File: src/hw/rtl/csti_ram.sv
// Generic RAM: one write port, two read ports with registered read data.
// No dependencies.
module csti_ram #(
    parameter int WIDTH = 32,
    parameter int DEPTH = 128,
    localparam int AW = (DEPTH > 1) ? $clog2(DEPTH) : 1
) (
    input  logic             clk,
    input  logic             we,
    input  logic [AW-1:0]    waddr,
    input  logic [WIDTH-1:0] wdata,
    input  logic             re,
    input  logic [AW-1:0]    raddr_a,
    input  logic [AW-1:0]    raddr_b,
    output logic [WIDTH-1:0] rdata_a,
    output logic [WIDTH-1:0] rdata_b
);

    logic [WIDTH-1:0] mem [DEPTH];

    // Write port
    always_ff @(posedge clk)
    begin
        if (we)
        begin
            mem[waddr] <= wdata;
        end
    end

    // Registered read ports, hold while not enabled
    always_ff @(posedge clk)
    begin
        if (re)
        begin
            rdata_a <= mem[raddr_a];
            rdata_b <= mem[raddr_b];
        end
    end

endmodule

File: config.mk
export PLATFORM = sky130hd
export DESIGN_NAME = csti_ram
export DESIGN_NICKNAME = d
export VERILOG_FILES = /design/src/hw/rtl/csti_ram.sv
export SDC_FILE = /design/constraint.sdc
export NUM_CORES = 2
export LEC_CHECK = 0
export CAP_MARGIN = 20
export CORE_ASPECT_RATIO = 0.7
export CORE_MARGIN = 2
export CORE_UTILIZATION = 50
export CTS_BUF_LIST = sky130_fd_sc_hd__clkbuf_8 sky130_fd_sc_hd__clkbuf_16
export CTS_CLUSTER_DIAMETER = 60
export CTS_CLUSTER_SIZE = 28
export DETAILED_ROUTE_END_ITERATION = 8
export DONT_BUFFER_PORTS = 1
export GPL_TIMING_DRIVEN = 1
export MAX_ROUTING_LAYER = met4
export PLACE_DENSITY = 0.63
export SLEW_MARGIN = 20
export SYNTH_ARGS = -nofsm -noshare
export SYNTH_HDL_FRONTEND = slang
export SYNTH_SLANG_ARGS = --single-unit
File: constraint.sdc
create_clock -name clk -period 5.2 [get_ports clk]
set_input_delay 0.52 -clock clk [delete_from_list [all_inputs] [get_ports clk]]
set_output_delay 0.52 -clock clk [all_outputs]
set_load 0.01 [all_outputs]
==> results.sh <==
export IMPL_initial_utilization_pct=50.12
export IMPL_critical_path_class="in -> reg"
export IMPL_timing_hold_ws_ns=-0.002832
export IMPL_fin_skew_ns=0.07704
export IMPL_rr_startpoint="mem[21][6]"
export IMPL_peakVddDrop_v=0.0003406
export IMPL_setup_viol=0
export IMPL_firstDrtPassIters=5
export IMPL_yosysSeqAreaShare_pct=65.95
export IMPL_syn_area_mm2=0.1894
export IMPL_synth_top_area_share_pct=65.95
export IMPL_drv_slew=10
export IMPL_nets=7655
export IMPL_area_growth_pct=9.020
export IMPL_grt_busiest_layer="met1"
export IMPL_grt_overflow=0
export IMPL_postSynthAreaPerCell_um2=24.60
export IMPL_grt_first_pass_wirelength_mm=839.8
export IMPL_clk_pin_slew_ns=0.10
export IMPL_crit_fanout=65
export IMPL_synth_fp_nets=7757
export IMPL_leakage_nw=61.06
export IMPL_synth_distinct_cells=16
export IMPL_dp_hpwl_mm=346.4
export IMPL_dp_cells=12377
export IMPL_timing_max_cap_violations=0
export IMPL_port_buffer_count=0
export IMPL_grtUsageTotal_pct=33.45
export IMPL_end_kind="register"
export IMPL_crit_arrival_ns=5.57
export IMPL_syn_inst=7701
export IMPL_io_pins=120
export IMPL_post_place_ws_ns=-2.239
export IMPL_ys_warnings_count=0
export IMPL_vias=98271
export IMPL_antenna_left=0
export IMPL_cts_path_max_buffers=4
export IMPL_grt_pass1_vias=95654
export IMPL_status="finished with violations"
export IMPL_grt_util_met3_pct=12.58
export IMPL_cts_sinks=4160
export IMPL_clk_insertion_delay_late_ns=0.98
export IMPL_place_congestion=0.8707
export IMPL_fmax_mhz=205.7
export IMPL_dieArea_mm2=0.3838
export IMPL_reg2reg_depth=4
export IMPL_cts_made_buffers=219
export IMPL_worst_pin_slew_ns=1.521
export IMPL_drive_gt1_share_pct=45.50
export IMPL_htreeDepth=4
export IMPL_grtUsageMet1_pct=48.22
export IMPL_cts_root_buf="clkbuf_16"
export IMPL_drt_wirelength_per_cell_um=48.37
export IMPL_die_y_um=518.9
export IMPL_antenna_found_initial=68
export IMPL_use_met2_pct=44.62
export IMPL_vias_per_cell=7.624
export IMPL_synth_top_cell_by_area="edfxtp_1"
export IMPL_slew_headroom_pct=-1.369
export IMPL_period_minus_slack_ns=4.862
export IMPL_drc=0
export IMPL_grt_max_degree=257
export IMPL_cts_tree="done"
export IMPL_rsz0062_at_grt="false"
export IMPL_r2r_end="rdata_a[6]"
export IMPL_drtIter0Drc=18399
export IMPL_p_per_area_mw_per_mm2=310.5
export IMPL_final_util_pct=54.64
export IMPL_crit_end="rdata_a[24]"
export IMPL_required_ns=5.90
export IMPL_core_area_mm2=0.3779
export IMPL_fin_ws_ns=0.3377
export IMPL_final_common_cell="edfxtp_1"
export IMPL_instances_no_fill=12889
export IMPL_rows=189
export IMPL_violations="negative hold slack, max-slew violations"
export IMPL_routed_wl_mm=623.5
export IMPL_die_w_um=739.6
export IMPL_setup_worst_path_start_class="primary input"
export IMPL_post_route_period_util_pct=93.51
export IMPL_synthTopCellsByArea="edfxtp_1 66%, mux4_2 32%, clkbuf_1 0.72%"
export IMPL_synth_seq_cells=4160
export IMPL_r2r_slack_ns=2.34
export IMPL_final_hold_violation_count=5
export IMPL_final_cell_mix="4160 x edfxtp_1, 2688 x mux4_2, 225 x clkbuf_16, 143 x buf_4, 119 x nor2_4"
export IMPL_post_cts_buffers=0
export IMPL_startpoint="raddr_a[0]"
export IMPL_holdCritPathClass="in -> reg"
routing by layer:
layer / vias up / share of wire [%]
met1: 54612 / 38
met5: - / 0
met3: 935 / 16
met4: 0 / 3.9
li1: 35088 / -
met2: 7636 / 43
how the worst min path moves through the flow:
| stage | startpoint | endpoint | slack [ns] | depth (start not counted) |
|---|---|---|---|---|
| after floorplan | wdata[0] | mem[0][0] | 0.62 | 0 |
| after global routing | wdata[9] | mem[87][9] | 0.002 | 1 |
| after CTS | raddr_a[6] | rdata_a[18] | 0.002 | 2 |
| after global placement | wdata[11] | mem[84][11] | 0.63 | 0 |
| after detailed placement | wdata[11] | mem[84][11] | 0.63 | 0 |
| final | wdata[9] | mem[84][9] | -0.003 | 1 |
registers in the layout, indices dropped and copies added, names as in the netlist:
signal and cells:
rdata_b 32, mem 4096, rdata_a 32
per-stage QoR:
step | setup TNS (ns) | total power, mW | instance area [µm²]
3_3_place_gp | -78.49 | 43.07 | 196900
3_5_place_dp | -89.15 | 43.11 | 197400
6_report | 0 | 64.11 | 206500
5_1_grt | 0 | 65.54 | 206500
2_1_floorplan | 0 | 41.40 | 189400
4_1_cts | 0 | 64.05 | 206100
final cells by class:
class                           count  area [µm²]
Antenna cell                       66       165.2
Clock buffer                      221        5530
Clock inverter                    163        1864
Fill cell                       27543      171400
Multi-Input combinational cell   2922       62910
Sequential cell                  4160      124900
Tap cell                         5061        6332
Timing Repair Buffer              296        4765
cell families after synthesis:
family        count (synthesis)  share of synthesized area, %
buf+inv                     619                         1.336
flops                      4160                         65.95
mux                        2752                         32.34
simple gates                170                        0.3679
synthesized netlist by cell type:
master    count
buf_1       132
buf_2       103
buf_4        17
buf_6         2
clkbuf_1    365
edfxtp_1   4160
mux2_2       64
mux4_2     2688
nand2_1      14
nand2b_1      2
nand3_1      12
nand4_1       3
nor2_1      122
nor2b_1       7
nor3_1        9
or3_1         1
power by group:
part	internal (mW)	switching (mW)
registers	37.1	0.307
logic	2.63	3.30
clock network	8.79	12.0
critical path: stages:
cell    delay [ns]
buf_16        0.33
buf_16        0.30
buf_16        0.38
buf_16        0.39
buf_16        0.37
buf_16        0.41
buf_16        0.36
mux4_2        0.60
mux4_2        0.49
mux4_2        0.47
mux2_2        0.28
timing repair:
| item | in CTS | in global routing |
|---|---|---|
| gates resized for setup | 0 | 1 |
| setup endpoints to repair | 51 | 45 |
| hold buffers | 46 | 3 |
| cloned | 6 | 4 |
| endpoints found under the hold margin | 4223 | 13 |
Power figures use the tool's default switching activity.
