File: src/hw/rtl/csti_div.sv
// Pipelined restoring divider, one quotient bit per stage in the last QW of NST stages.
// Remainder input must be below the divisor. No dependencies.
module csti_div #(
    parameter int DW  = 32,
    parameter int QW  = 32,
    parameter int NST = 32
) (
    input  logic          clk,
    input  logic          en,
    input  logic [DW-1:0] den_in,
    input  logic [DW-1:0] rem_in,
    input  logic [QW-1:0] low_in,
    output logic [QW-1:0] quo
);

    logic [DW-1:0] den_reg [NST];
    logic [DW-1:0] rem_reg [NST];
    logic [QW-1:0] low_reg [NST];
    logic [QW-1:0] quo_reg [NST];

    genvar k;
    generate
        for (k = 0; k < NST; k++)
        begin : g_stage
            logic [DW-1:0] den_src;
            logic [DW-1:0] rem_src;
            logic [QW-1:0] low_src;
            logic [QW-1:0] quo_src;
            logic [DW:0]   trial;
            logic          ge;
            logic [DW-1:0] rem_next;
            logic [QW-1:0] low_next;
            logic [QW-1:0] quo_next;

            if (k == 0)
            begin : g_first
                assign den_src = den_in;
                assign rem_src = rem_in;
                assign low_src = low_in;
                assign quo_src = '0;
            end
            else
            begin : g_rest
                assign den_src = den_reg[k-1];
                assign rem_src = rem_reg[k-1];
                assign low_src = low_reg[k-1];
                assign quo_src = quo_reg[k-1];
            end

            // Shift in the next dividend bit and try a subtract
            assign trial = {rem_src, low_src[QW-1]};
            assign ge    = (trial >= {1'b0, den_src});

            always_comb
            begin
                if (k >= NST - QW)
                begin
                    rem_next = ge ? DW'(trial - {1'b0, den_src}) : trial[DW-1:0];
                    low_next = {low_src[QW-2:0], 1'b0};
                    quo_next = {quo_src[QW-2:0], ge};
                end
                else
                begin
                    rem_next = rem_src;
                    low_next = low_src;
                    quo_next = quo_src;
                end
            end

            // Advance the stage
            always_ff @(posedge clk)
            begin
                if (en)
                begin
                    den_reg[k] <= den_src;
                    rem_reg[k] <= rem_next;
                    low_reg[k] <= low_next;
                    quo_reg[k] <= quo_next;
                end
            end
        end
    endgenerate

    assign quo = quo_reg[NST-1];

endmodule

File: config.mk
export PLATFORM = sky130hd
export DESIGN_NAME = csti_div
export DESIGN_NICKNAME = d
export VERILOG_FILES = /design/src/hw/rtl/csti_div.sv
export SDC_FILE = /design/constraint.sdc
export NUM_CORES = 2
export LEC_CHECK = 0
export ABC_AREA = 0
export BUFFER_PORTS_ARGS = -buffer_cell sky130_fd_sc_hd__buf_2
export CAP_MARGIN = 30
export CORE_MARGIN = 1.5
export CORE_UTILIZATION = 29
export DETAILED_ROUTE_END_ITERATION = 10
export PLACE_DENSITY = 0.45
export SLEW_MARGIN = 20
export SYNTH_ARGS = -nofsm -noshare
export SYNTH_HDL_FRONTEND = slang
export SYNTH_SLANG_ARGS = --single-unit
File: constraint.sdc
create_clock -name clk -period 3.61 [get_ports clk]
set_input_delay 0.9025 -clock clk [delete_from_list [all_inputs] [get_ports clk]]
set_output_delay 0.9025 -clock clk [all_outputs]
set_load 0.03 [all_outputs]
==> summary.md <==
| Metric | Value |
|---|---|
| Final hold violations | `0` |
| Power consumption | `between 0.15 and 0.2 W` |
| Routability congestion estimate | `0.851` |
| Die X | `about 730 um` |
| Internal portion of total power | `~0.11 W` |
| Switching part of the total power | `between 30 and 40%` |
| Gate Count Post-Synth | `around 13,000` |
| Number of detailed-route iterations in the first pass | `5` |
| TritonCTS clock tree | `done` |
| Maximum count of clock buffers along a single path | `4` |
| Max Clock Freq | `between 200 and 300 MHz` |
| Global-route usage over all layers | `14.2%` |
| Maximum clock skew at final layout | `0.0920 ns` |
| Cell row count | `267` |
| Shortest clock period the worst path allows after layout | `3.73 ns` |
| Capturing element type of the critical path | `flip-flop` |
| Worst EP required | `between 4 and 5 ns` |
| Net total in the final layout | `~16,000` |
| Setup Viol. Count Final | `approximately 50` |
| Estimated wirelength of the detail-placed design | `between 200,000 and 300,000 um` |
| Power dissipated by switching net loads | `between 0.06 and 0.07 W` |
| Average routed wire per standard cell | `around 18 um` |
| Root buf cell | `sky130_fd_sc_hd__clkbuf_16` |
| Total Negative Setup Slacks | `-3.42 ns` |
| Pin count of the biggest net entering global routing | `80` |
| Placement-stage worst setup slack | `-0.604 ns` |
| Fraction of layout cells with a size suffix above 1 | `between 20% and 30%` |
| Worst min path class | `primary input to flip-flop` |
| Total count of max-transition violations in the final report | `0` |
| Clock group share of total power | `between 20 and 25%` |
| Detail Route Antenna Nets | `0` |
| CP Data Arrival Time | `approximately 4.4 ns` |
| Via count | `roughly 100k` |
| Most used cells in the layout excluding fill and tap cells | `sky130_fd_sc_hd__edfxtp_1 (3,008), sky130_fd_sc_hd__buf_4 (1,403), sky130_fd_sc_hd__inv_1 (1,261)` |
| P&R area growth vs syn | `23.7%` |
| Flop and latch count out of synthesis | `around 3,000` |
| Initial Util | `roughly 29%` |
| Failing checks | `negative setup slack` |
| Final cell count without fillers | `21,800` |
| Max_slew headroom | `around two fifths` |
| Clock network latency to the later pin of the worst-skew pair | `1.00 ns` |
| Avg Synthesized Cell Area | `between 10 and 15 um2` |
| Post-synth EDFFs | `between 3,000 and 4,000` |
| Clock Pin Slew Worst Setup and Hold Paths | `roughly 0.06 ns` |
| Maximum vdd ir drop | `0.470 mV` |
| Critical path startpoint category | `flip-flop` |
| Total CTS buffers | `360` |
| MaxCap Viol Count | `0` |
| Sequential element share of the synthesized area | `about three fifths` |
| Fill cells | `~52,000` |
| Post-route DRC | `0` |
| Part of the power in registers | `a little under a third` |
| PwrDens | `between 900 and 1000 nW/um2` |
| Global-route wire length before repair | `approximately 600,000 um` |
| Most common library cell in the layout ignoring fill and taps | `sky130_fd_sc_hd__edfxtp_1` |
| Highest net fanout along the worst path | `7` |
| Number of distinct library cells after synthesis | `slightly above 100` |
| Synthesis warning total | `0` |
| Fin util | `between 30% and 40%` |
| Final critical-path share of the clock period | `103%` |
| Vias in the first global route | `between 100k and 150k` |
| Buffers added on ports | `approximately 130` |
| Synthesized area | `around 150,000 um2` |
| Drt initial violations | `approximately 6,100` |
| DIE AREA | `around 540,000 um2` |
| Global route overflow | `0` |
| Number of primary I/O pins | `130` |
| Comb power frac | `~47%` |
| Number of cells in the design after placement | `21,000` |
| Unrepaired setup endpoints after global routing | `yes` |
| Number of H-tree branching levels | `5` |
| Worst-Margin Slew | `roughly 0.9 ns` |
| Die Ht | `732 um` |
| Crit path kind | `flip-flop to flip-flop` |
| Core area | `between 500,000 and 600,000 um2` |
| Top_reg_cell synth | `sky130_fd_sc_hd__edfxtp_1` |
| Leakage | `approximately 77 nW` |
| Result of the run | `finished, violations left` |
| Total wirelength of the detailed-routed design | `just under 400,000 um` |
| Antenna violations before repair | `9` |
| Syn nets | `approximately 14,000` |
| Via density per instance | `around 4.6` |
| Share of synthesized flip-flops with an asynchronous set or reset | `0%` |
| Setup WS post-layout | `-0.124 ns` |
| Clock sink total | `3,008` |
==> kinds of logic after synthesis <==
group / Yosys count / synth area share, %
buf+inv: 1554 / 3.87
mux: 393 / 2.85
simple gates: 2582 / 7.89
xor+xnor: 837 / 4.75
compound gates: 3306 / 13.4
flops: 3008 / 58.6
fa+ha+maj: 1055 / 8.71
==> per-layer routing <==
layer,share of wire (%),global-route usage [%],up-vias
li1,-,-,50600
met1,45,18.6,48600
met2,49,24.9,1464
met3,3.4,1.65,534
met4,2.8,3.79,0
met5,0,0,-
==> critical path: stages (launching register included) <==
cell	delay, ns
sky130_fd_sc_hd__edfxtp_1	0.39
sky130_fd_sc_hd__ha_1	0.33
sky130_fd_sc_hd__o21a_1	0.14
sky130_fd_sc_hd__o31a_1	0.18
sky130_fd_sc_hd__o211ai_1	0.17
sky130_fd_sc_hd__a41oi_2	0.37
sky130_fd_sc_hd__a31oi_4	0.15
sky130_fd_sc_hd__o41a_1	0.37
sky130_fd_sc_hd__o21ai_2	0.23
sky130_fd_sc_hd__a21oi_2	0.10
sky130_fd_sc_hd__o31a_1	0.14
sky130_fd_sc_hd__o21ai_4	0.23
sky130_fd_sc_hd__buf_12	0.18
sky130_fd_sc_hd__buf_12	0.14
sky130_fd_sc_hd__mux2_2	0.33
==> cells in the mapped netlist, drive strengths merged (89+ instances only) <==
| cell | instances | area share [%] |
|---|---|---|
| a21o | 516 | 2.5 |
| a21oi | 1008 | 3.3 |
| a31oi | 100 | 0.42 |
| buf | 89 | 0.30 |
| clkbuf | 193 | 0.47 |
| edfxtp | 3008 | 59 |
| ha | 1024 | 8.3 |
| inv | 1271 | 3.1 |
| mux2 | 365 | 2.7 |
| nand2 | 890 | 2.2 |
| nand2b | 146 | 0.59 |
| nand3 | 206 | 0.67 |
| nand4 | 144 | 0.58 |
| nor2 | 624 | 1.5 |
| nor2b | 146 | 0.59 |
| nor3 | 107 | 0.35 |
| o21a | 116 | 0.56 |
| o21ai | 872 | 2.8 |
| o21bai | 123 | 0.60 |
| xnor2 | 471 | 2.7 |
| xor2 | 366 | 2.1 |
==> power groups by stage <==
stage	clock network (W)	logic [W]	registers [W]
6_report	0.0365	0.0833	0.0561
5_1_grt	0.0392	0.0921	0.0569
4_1_cts	0.0379	0.0793	0.0563
3_5_place_dp	0	0.0762	0.0570
3_3_place_gp	0	0.0762	0.0571
2_1_floorplan	0	0.0509	0.0537
==> final timing paths <==
| check | start | end | slack, ns | cells after the start |
|---|---|---|---|---|
| worst max-delay path | rem_reg[0][225] | rem_reg[0][286] | -0.12 | 14 |
| worst min-delay path | low_in[13] | low_reg[0][13] | 0.12 | 1 |
| worst max register to register | rem_reg[0][225] | rem_reg[0][286] | -0.12 | 14 |
| worst min register to register | low_reg[0][111] | low_reg[0][143] | 0.37 | 0 |
==> final cells by class <==
class / count / area, um2 / area share (%)
Timing Repair Buffer: 1701 / 14300 / 7.51
Antenna cell: 3 / 7.51 / 0.00394
Sequential cell: 3008 / 90300 / 47.4
Clock inverter: 225 / 2530 / 1.33
Multi-Input combinational cell: 8173 / 60700 / 31.8
Inverter: 1272 / 4770 / 2.50
Clock buffer: 434 / 9330 / 4.89
Tap cell: 6994 / 8750 / 4.59
==> timing repair <==
action                     4_1_cts  5_1_grt
gates cloned                    10       16
pin swaps                       72      191
setup endpoints to repair      520      744
hold endpoints to repair         6        0
buffers inserted                59       77
resized for setup              238      452
hold buffers                     6        0
==> stage by stage <==
step	hold WS (ns)	instance area, um2
2_1_floorplan	0.400	154000
3_3_place_gp	0.400	174000
3_5_place_dp	0.405	174000
4_1_cts	0.0114	188000
5_1_grt	0.0463	191000
6_report	0.120	191000
Note: power is estimated with default switching activity, not from simulation.
